## src/rtl/core/dkcm_ram.sv

```systemverilog
module dkcm_ram #(
    parameter int WIDTH = 8,
    parameter int DEPTH = 16,
    localparam int AW = (DEPTH > 1) ? $clog2(DEPTH) : 1
) (
    input  logic             aclk,
    input  logic             wr_en,
    input  logic [AW-1:0]    wr_addr,
    input  logic [WIDTH-1:0] wr_data,
    input  logic [AW-1:0]    rd_addr,
    output logic [WIDTH-1:0] rd_data
);

    logic [WIDTH-1:0] mem_reg [DEPTH];
    logic [WIDTH-1:0] rd_data_reg;

    // Single write port; the read port returns the old data on a collision.
    always_ff @(posedge aclk) begin
        if (wr_en) begin
            mem_reg[wr_addr] <= wr_data;
        end
        rd_data_reg <= mem_reg[rd_addr];
    end

    assign rd_data = rd_data_reg;

endmodule

```

## config.mk

```make
export PLATFORM = sky130hd
export DESIGN_NAME = dkcm_ram
export DESIGN_NICKNAME = d
export VERILOG_FILES = /design/src/rtl/core/dkcm_ram.sv
export SDC_FILE = /design/constraint.sdc
export NUM_CORES = 1
export LEC_CHECK = 0
export ABC_AREA = 1
export BUFFER_PORTS_ARGS = -buffer_cell sky130_fd_sc_hd__buf_4
export CORE_MARGIN = 2
export CORE_UTILIZATION = 60
export DETAILED_ROUTE_END_ITERATION = 8
export PLACE_DENSITY = 0.82
export SKIP_LAST_GASP = 1
export SLEW_MARGIN = 20
export SYNTH_ARGS = -nofsm -noshare
export SYNTH_HDL_FRONTEND = slang
export SYNTH_SLANG_ARGS = --single-unit
```

## constraint.sdc

```tcl
create_clock -name aclk -period 3.15 [get_ports aclk]
set_input_delay 0.63 -clock aclk [delete_from_list [all_inputs] [get_ports aclk]]
set_output_delay 0.63 -clock aclk [all_outputs]
set_load 0.02 [all_outputs]
```

==> PnR_summary.wiki, run 1 <==
{| class="wikitable"
! Metric !! Value
|-
| CTS tree || built
|-
| Slew at the pin closest to its max-slew limit || 0.830 ns
|-
| Maximum clock insertion buffer count || 2
|-
| Skew-Pair Late Insertion Delay || ~0.52 ns
|-
| Area added between synthesis and finish || 13.0%
|-
| Area share of the largest cell type after synthesis || 0.667
|-
| Post-detail-place hpwl || 7050 µm
|-
| Number of top-level pins || 26
|-
| Weighted congestion reported at the end of routability-driven placement || 0.888
|-
| Number of synthesized flops with an enable pin || 128
|-
| Fill cell instance count of the final layout || 659
|-
| Portion of netlist area occupied by mux cells || 0
|-
| Number of vias per cell || 5.34
|-
| Number of unique standard cell types used by synthesis || 12
|-
| CTS resizes || 0
|-
| Hold Crit Start || wr_data[2]
|-
| Wire length of the first global-routing pass || about 19000 µm
|-
| Required time of the critical path || 2.52 ns
|-
| Type of element capturing the critical path || output port
|-
| Maximum clock frequency || between 500 and 600 MHz
|-
| Global Route met2 Usage || 0.406
|-
| Sequential fraction of the synthesis area || 0.694
|-
| Largest family of logic cells by synthesized area || simple AND/OR/NAND/NOR gates
|-
| Number of buffers inserted by port buffering || 25
|-
| Critical-path maximum fanout || 1
|-
| Fraction of the mapped netlist area in simple logic gates || 0.210
|-
| Switching power || 0.900 mW
|-
| Delay of the slowest cell on the worst path || 0.36 ns
|-
| Standard cell with the maximum stage delay on the critical path || sky130_fd_sc_hd__dfxtp_1
|-
| Width of the die || 102 µm
|-
| Setup repair after global routing missed its margin || false
|-
| FF-to-FF Start || mem_reg[11][1]$_DFFE_PP_
|-
| Compound-gate portion of the synthesized area || 0
|-
| Post-route fraction of the period consumed by the critical path || 0.529
|-
| Power per cell area || 630 nW/µm²
|-
| Sink of the worst hold path || mem_reg[10][2]$_DFFE_PP_
|-
| Warnings, synthesis || 0
|-
| Congestion Overflow GR || 0
|-
| Setup fix buffers added after clock tree synthesis || 0
|-
| Total core area || around 9300 µm²
|-
| Buffers and inverters on the worst path || 1
|-
| Die ar. || 10400 µm²
|-
| Clock H-tree levels || 4
|-
| Leakage power summed over all cells || 2.81 nW
|-
| Proportion of power drawn by the clock network || 0.443
|-
| Seq cells post-synth || 136
|-
| Adder-Cell Fraction of Synth Area || 0
|-
| Final hold vios || 0
|-
| Cell accounting for the most synthesized area || sky130_fd_sc_hd__edfxtp_1
|-
| Result of the run || complete, no violations
|-
| Total wirelength of the detailed-routed design || 11700 µm
|-
| # diodes || 0
|-
| Total via count after detailed routing || between 3k and 4k
|-
| Critical path launch point type || flop
|-
| Number of sinks on the clock net || 136
|-
| Length in cells of the worst reg-to-reg path || 6
|-
| Sequence of cells on the critical path || buf_4
|-
| Async SR Flop Fraction || 0
|-
| Share of post-route cells with drive strength above 1 || 0.101
|-
| Met1 usage in global routing || 0.318
|-
| Rel. slew slack || 0.445
|-
| Post-synthesis cell area || 5770 µm²
|-
| Worst hold slack across all endpoints || between 0.4 and 0.5 ns
|-
| Kind of cell with the highest combined delay on the critical path || flip-flops
|-
| Number of nets at the end of the flow || 592
|-
| Flop-to-flop setup slack || 2.08 ns
|-
| Final design instance area without fill || 6520 µm²
|-
| Number of hold buffers added after CTS || 0
|-
| Worst Hold Class || in2reg
|-
| Final worst path period need || 1.67 ns
|-
| Leading post-synthesis cells by cell area || sky130_fd_sc_hd__edfxtp_1, sky130_fd_sc_hd__nand2_1, sky130_fd_sc_hd__nand3_1, sky130_fd_sc_hd__inv_1, sky130_fd_sc_hd__dfxtp_1
|-
| Most frequent cells after synthesis || sky130_fd_sc_hd__nand2_1, sky130_fd_sc_hd__edfxtp_1, sky130_fd_sc_hd__inv_1, sky130_fd_sc_hd__nand3_1, sky130_fd_sc_hd__nor2_1
|-
| Mapped Avg Cell Area || 10.5 µm²
|-
| Average detailed-routed wire length per instance || 16.4 µm
|-
| Maximum resistive drop on vdd || 453 µV
|-
| Number of cells on the worst hold path || 1
|-
| Cell Rows || 35
|-
| Clock Skew || roughly 0.0075 ns
|-
| Number of global-route vias before repair || 3822
|-
| Cells after Synth || 551
|-
| DRC violation count after routing || 0
|-
| Initial antenna violation count || 0
|-
| Area post-placement || 5970 µm²
|-
| DRT iter0 DRCs || 386
|-
| Start-to-end type of the worst setup path || reg2out
|-
| Final count of negative-setup-slack endpoints || 0
|-
| Met3 layer usage reported by global route || 0.0677
|-
| Die span in y || ~100 µm
|-
| Design internal power || 3.21 mW
|-
| Root Buffer || sky130_fd_sc_hd__clkbuf_8
|-
| Synthesized netlist net count || roughly 570
|-
| Global-route usage over all layers || 0.250
|-
| Dominant synthesized flop cell || sky130_fd_sc_hd__edfxtp_1
|-
| Most common cell in the netlist || sky130_fd_sc_hd__nand2_1
|-
| Xor-xnor portion of the synthesized cell area || 0
|-
| Number of nets with antenna violations after detailed routing || 0
|-
| Sequential share of power || 0.495
|-
| Number of clock buffers inserted by TritonCTS || 17
|-
| Pins over their slew limit || 0
|-
| Length of the first detailed-routing pass in iterations || 5
|-
| Switching power share of the total || 0.219
|-
| Clock transition at path regs || around 0.060 ns
|-
| Flip-flop count of the largest register after layout || 128
|-
| Number of max-capacitance violations reported || 0
|-
| Setup TNS || 0 ns
|-
| Largest net degree at the start of global routing || 65
|-
| WP data arrival || between 1 and 1.5 ns
|-
| Fraction of power consumed by combinational cells || 0.062
|-
| Initial Utilization || 0.621
|-
| End of the worst register-to-register path || rd_data[1]$_DFF_P_
|-
| Most used routing layer in global routing || met2
|}
==> power by group through the flow <==
stage	Combinational, mW	Sequential [mW]	Clock, mW
6_report	0.255	2.03	1.82
5_1_grt	0.281	2.04	1.92
4_1_cts	0.253	2.03	1.84
3_5_place_dp	0.248	2.07	0
3_3_place_gp	0.243	2.07	0
2_1_floorplan	0.143	2.09	0
==> worst max-delay path by stage <==
| stage | slack, ns | endpoint | start | depth (start not counted) |
|---|---|---|---|---|
| floorplan | 1.57 | mem_reg[10][0]$_DFFE_PP_ | wr_addr[2] | 2 |
| global placement | 1.13 | rd_data[4]$_DFF_P_ | rd_addr[0] | 8 |
| global route | 1.45 | rd_data[2] | rd_data[2]$_DFF_P_ | 1 |
| finish | 1.48 | rd_data[2] | rd_data[2]$_DFF_P_ | 1 |
| detailed placement | 1.09 | rd_data[6]$_DFF_P_ | rd_addr[0] | 9 |
| CTS | 1.46 | rd_data[2] | rd_data[2]$_DFF_P_ | 1 |
==> cell usage in the layout (no fill, tap or decap), drive strengths merged <==
master	Yosys	routed
inv	102	103
nand3b	2	2
clkinvlp	0	3
buf	24	28
nor2	17	17
nand2	173	173
edfxtp	128	128
bufinv	0	2
clkinv	0	8
clkbuf	0	17
nand3	97	97
dfxtp	8	8
==> cells by family (layout without fill, tap and decap cells) <==
group | after synthesis | after routing
buffers and inverters | 126 | 161
flip-flops | 136 | 136
AND/OR/NAND/NOR | 289 | 289
==> final cells by class <==
cell class              instances  area [µm²]  area share
clock buffers                  17         414      0.0635
clock inverters                14         133      0.0203
inverters                     102         383      0.0587
multi-input cells             289        1210       0.186
flip-flops and latches        136        4000       0.614
well taps                     129         161      0.0248
repair buffers                 28         210      0.0322
==> stage by stage <==
step,setup slack (ns),utilization,power [mW],std cells
5_1_grt,1.45,0.702,4.23,715
3_5_place_dp,1.09,0.643,2.32,684
2_1_floorplan,1.57,-,2.23,551
3_3_place_gp,1.13,0.643,2.31,684
6_report,1.48,0.702,4.11,715
4_1_cts,1.46,0.702,4.12,715
==> per-layer routing <==
layer | routed length (µm) | share of wire | vias to the layer above
li1 | - | - | 1821
met1 | 4490 | 0.38 | 1772
met2 | 5800 | 0.50 | 203
met3 | 1130 | 0.096 | 23
met4 | 270 | 0.023 | 0
met5 | 0 | 0 | -
Note: power is estimated with default switching activity, not from simulation.
==> run 2: changes to the inputs <==
--- a/config.mk
+++ b/config.mk
@@ -5,7 +5,7 @@
 export SDC_FILE = /design/constraint.sdc
 export NUM_CORES = 1
 export LEC_CHECK = 0
-export ABC_AREA = 1
+export ABC_AREA = 0
 export BUFFER_PORTS_ARGS = -buffer_cell sky130_fd_sc_hd__buf_4
 export CORE_MARGIN = 2
 export CORE_UTILIZATION = 60
==> constraint.sdc (replaced) <==
create_clock -name aclk -period 1.6 [get_ports aclk]
set_input_delay 0.32 -clock aclk [delete_from_list [all_inputs] [get_ports aclk]]
set_output_delay 0.32 -clock aclk [all_outputs]
set_load 0.02 [all_outputs]
==> run 2 against run 1 <==
First-iteration DRC count down 24%. Critical path depth up 2. Count of clock-buffer cells in the layout up 5. Largest cell class unchanged. Hold slack worse by 0.32 ns.
==> PnR_summary.wiki, run 2 <==
{| class="wikitable"
! Metric !! Value
|-
| CTS tree || built
|-
| Share of post-route cells with drive strength above 1 || 0.341
|-
| Maximum clock frequency || 720 MHz
|-
| Delay of the slowest cell on the worst path || 0.53 ns
|-
| Setup fix buffers added after clock tree synthesis || 0
|-
| Kind of cell with the highest combined delay on the critical path || multiplexers
|-
| Length of the first detailed-routing pass in iterations || 5
|-
| Rel. slew slack || 0.542
|-
| Standard cell with the maximum stage delay on the critical path || sky130_fd_sc_hd__mux4_1
|-
| Post-route fraction of the period consumed by the critical path || 0.868
|-
| WP data arrival || around 1.8 ns
|-
| Warnings, synthesis || 0
|-
| Total core area || approximately 8300 µm²
|-
| Power per cell area || 1290 nW/µm²
|-
| DRC violation count after routing || 0
|-
| Slew at the pin closest to its max-slew limit || 0.686 ns
|-
| Area post-placement || 5690 µm²
|-
| Area added between synthesis and finish || 21.1%
|-
| Average detailed-routed wire length per instance || 23.8 µm
|-
| Wire length of the first global-routing pass || 15500 µm
|-
| Congestion Overflow GR || 0
|-
| Pins over their slew limit || 0
|-
| CTS resizes || 0
|-
| Number of synthesized flops with an enable pin || roughly 130
|-
| Synthesized netlist net count || 247
|-
| Start-to-end type of the worst setup path || reg2reg
|-
| Number of max-capacitance violations reported || 0
|-
| Number of top-level pins || 26
|-
| Die span in y || 96.6 µm
|-
| Cell accounting for the most synthesized area || sky130_fd_sc_hd__edfxtp_1
|-
| Final hold vios || 0
|-
| Most frequent cells after synthesis || sky130_fd_sc_hd__edfxtp_1, sky130_fd_sc_hd__mux4_2, sky130_fd_sc_hd__a22oi_1, sky130_fd_sc_hd__mux4_1, sky130_fd_sc_hd__nor2_1
|-
| Initial Utilization || 0.623
|-
| Post-detail-place hpwl || 6340 µm
|-
| Number of nets with antenna violations after detailed routing || 0
|-
| Largest net degree at the start of global routing || 17
|-
| Number of clock buffers inserted by TritonCTS || 17
|-
| Width of the die || 96.6 µm
|-
| Critical path launch point type || flop
|-
| Sequence of cells on the critical path || mux4_1, a22oi_1, nand2_1
|-
| Maximum resistive drop on vdd || 823 µV
|-
| Number of hold buffers added after CTS || 0
|-
| Clock transition at path regs || 0.06 ns
|-
| Clock H-tree levels || 4
|-
| Number of vias per cell || 6.12
|-
| Seq cells post-synth || 136
|-
| Placed insts || 381
|-
| Required time of the critical path || 1.99 ns
|-
| Final worst path period need || 1.39 ns
|-
| Dominant synthesized flop cell || sky130_fd_sc_hd__edfxtp_1
|-
| Number of sinks on the clock net || 136
|-
| Final count of negative-setup-slack endpoints || 0
|-
| Result of the run || complete, no violations
|-
| Leakage power summed over all cells || 2.17 nW
|-
| Total wirelength of the detailed-routed design || 9820 µm
|-
| Total via count after detailed routing || between 2k and 3k
|-
| Area share of the largest cell type after synthesis || 0.747
|-
| Critical-path maximum fanout || 1
|-
| Number of buffers inserted by port buffering || 25
|-
| Initial antenna violation count || 0
|-
| Mapped Avg Cell Area || 22.5 µm²
|-
| Sequential fraction of the synthesis area || 0.778
|-
| Async SR Flop Fraction || 0
|-
| Die ar. || approximately 9300 µm²
|-
| Final design instance area without fill || between 6000 and 7000 µm²
|-
| Maximum clock insertion buffer count || 2
|-
| Global-route usage over all layers || 0.231
|-
| Number of global-route vias before repair || 2635
|-
| Root Buffer || sky130_fd_sc_hd__clkbuf_8
|-
| Weighted congestion reported at the end of routability-driven placement || 0.842
|-
| Count of non-filler cells in the finished layout || about 410
|-
| Number of unique standard cell types used by synthesis || 19
|-
| Most common cell in the netlist || sky130_fd_sc_hd__edfxtp_1
|-
| Cell Rows || 33
|-
| Setup repair after global routing missed its margin || false
|-
| Post-synthesis cell area || 5150 µm²
|-
| Leading post-synthesis cells by cell area || sky130_fd_sc_hd__edfxtp_1, sky130_fd_sc_hd__mux4_2, sky130_fd_sc_hd__mux4_1, sky130_fd_sc_hd__dfxtp_1, sky130_fd_sc_hd__a22oi_1
|-
| Most frequent standard cell in the layout excluding fill and tap cells || sky130_fd_sc_hd__edfxtp_1
|-
| Commonest cells after routing, fill and taps aside || sky130_fd_sc_hd__edfxtp_1, sky130_fd_sc_hd__buf_4, sky130_fd_sc_hd__mux4_2, sky130_fd_sc_hd__a22oi_1, sky130_fd_sc_hd__clkbuf_16
|-
| Number of nets at the end of the flow || 313
|-
| Type of element capturing the critical path || flop
|-
| DRT iter0 DRCs || 293
|-
| # diodes || 0
|-
| Post-Route Utilization || 0.755
|-
| Buffers and inverters on the worst path || 0
|-
| Flip-flop count of the largest register after layout || 128
|-
| Worst Hold Class || in2reg
|-
| Clock Skew || 0.00936 ns
|-
| Cells after Synth || 229
|-
| Post-route total power || 8.02 mW
|-
| Skew-Pair Late Insertion Delay || approximately 0.52 ns
|}
## run 2: cell count changes after synthesis, moves of 4 or more
cell | before | now
sky130_fd_sc_hd__nand2_1 | 173 | 9
sky130_fd_sc_hd__nor2_1 | 17 | 13
sky130_fd_sc_hd__nand3_1 | 97 | 1
sky130_fd_sc_hd__nor3_1 | 0 | 4
sky130_fd_sc_hd__buf_2 | 13 | 3
sky130_fd_sc_hd__a22oi_1 | 0 | 16
sky130_fd_sc_hd__mux4_1 | 0 | 14
sky130_fd_sc_hd__mux4_2 | 0 | 18
sky130_fd_sc_hd__inv_1 | 100 | 0
## run 2: per-stage QoR
step	worst slack, ns	TNS (ns)	hold slack [ns]
finish	0.211	0	0.106
global route	0.158	0	0.101
CTS	0.197	0	0.0854
detailed placement	-0.198	-0.958	0.630
global placement	-0.148	-0.595	0.617
floorplan	0.0139	0	0.419
## run 2: logic make-up after synthesis
group | Yosys count | share of synthesized area
compound gates | 16 | 0.0233
flops | 136 | 0.778
simple gates | 35 | 0.0318
mux | 32 | 0.150
buf+inv | 10 | 0.0168
## run 2: power breakdown
group	internal (mW)	switching [mW]	leakage, nW
sequential	3.98	0.0254	1.22
combinational	0.211	0.238	0.681
clock	2.24	1.32	0.268
## run 2: worst reg2reg max path, delay by kind of cell, from the launching register on
family             cells  cell delay (ns)
DFF                    1             0.39
and+or+nand+nor        1             0.08
muxes                  1             0.53
AOI/OAI and AO/OA      1             0.27
## run 2: final cells by class
| type | count | area, µm² |
|---|---|---|
| clock buffer | 22 | 443 |
| multi-input combinational | 83 | 1060 |
| clock inverter | 10 | 105 |
| timing repair buffer | 57 | 490 |
| tap | 105 | 131 |
| sequential | 136 | 4000 |
| fill | 457 | 2020 |
## run 2: path summary, 6_finish.rpt
path / endpoint / slack [ns] / depth (start not counted) / start
max: rd_data[3]$_DFF_P_ / 0.21 / 3 / mem_reg[9][3]$_DFFE_PP_
min: mem_reg[4][1]$_DFFE_PP_ / 0.11 / 1 / wr_data[1]
max reg2reg: rd_data[3]$_DFF_P_ / 0.21 / 3 / mem_reg[9][3]$_DFFE_PP_
min reg2reg: rd_data[7]$_DFF_P_ / 0.67 / 3 / mem_reg[13][7]$_DFFE_PP_
## run 2: routing by layer
layer,up-vias,wire length [µm],GRT usage
li1,1104,-,-
met1,1291,4060,0.319
met2,112,4850,0.356
met3,19,700,0.0658
met4,0,219,0.0953
met5,-,0,0
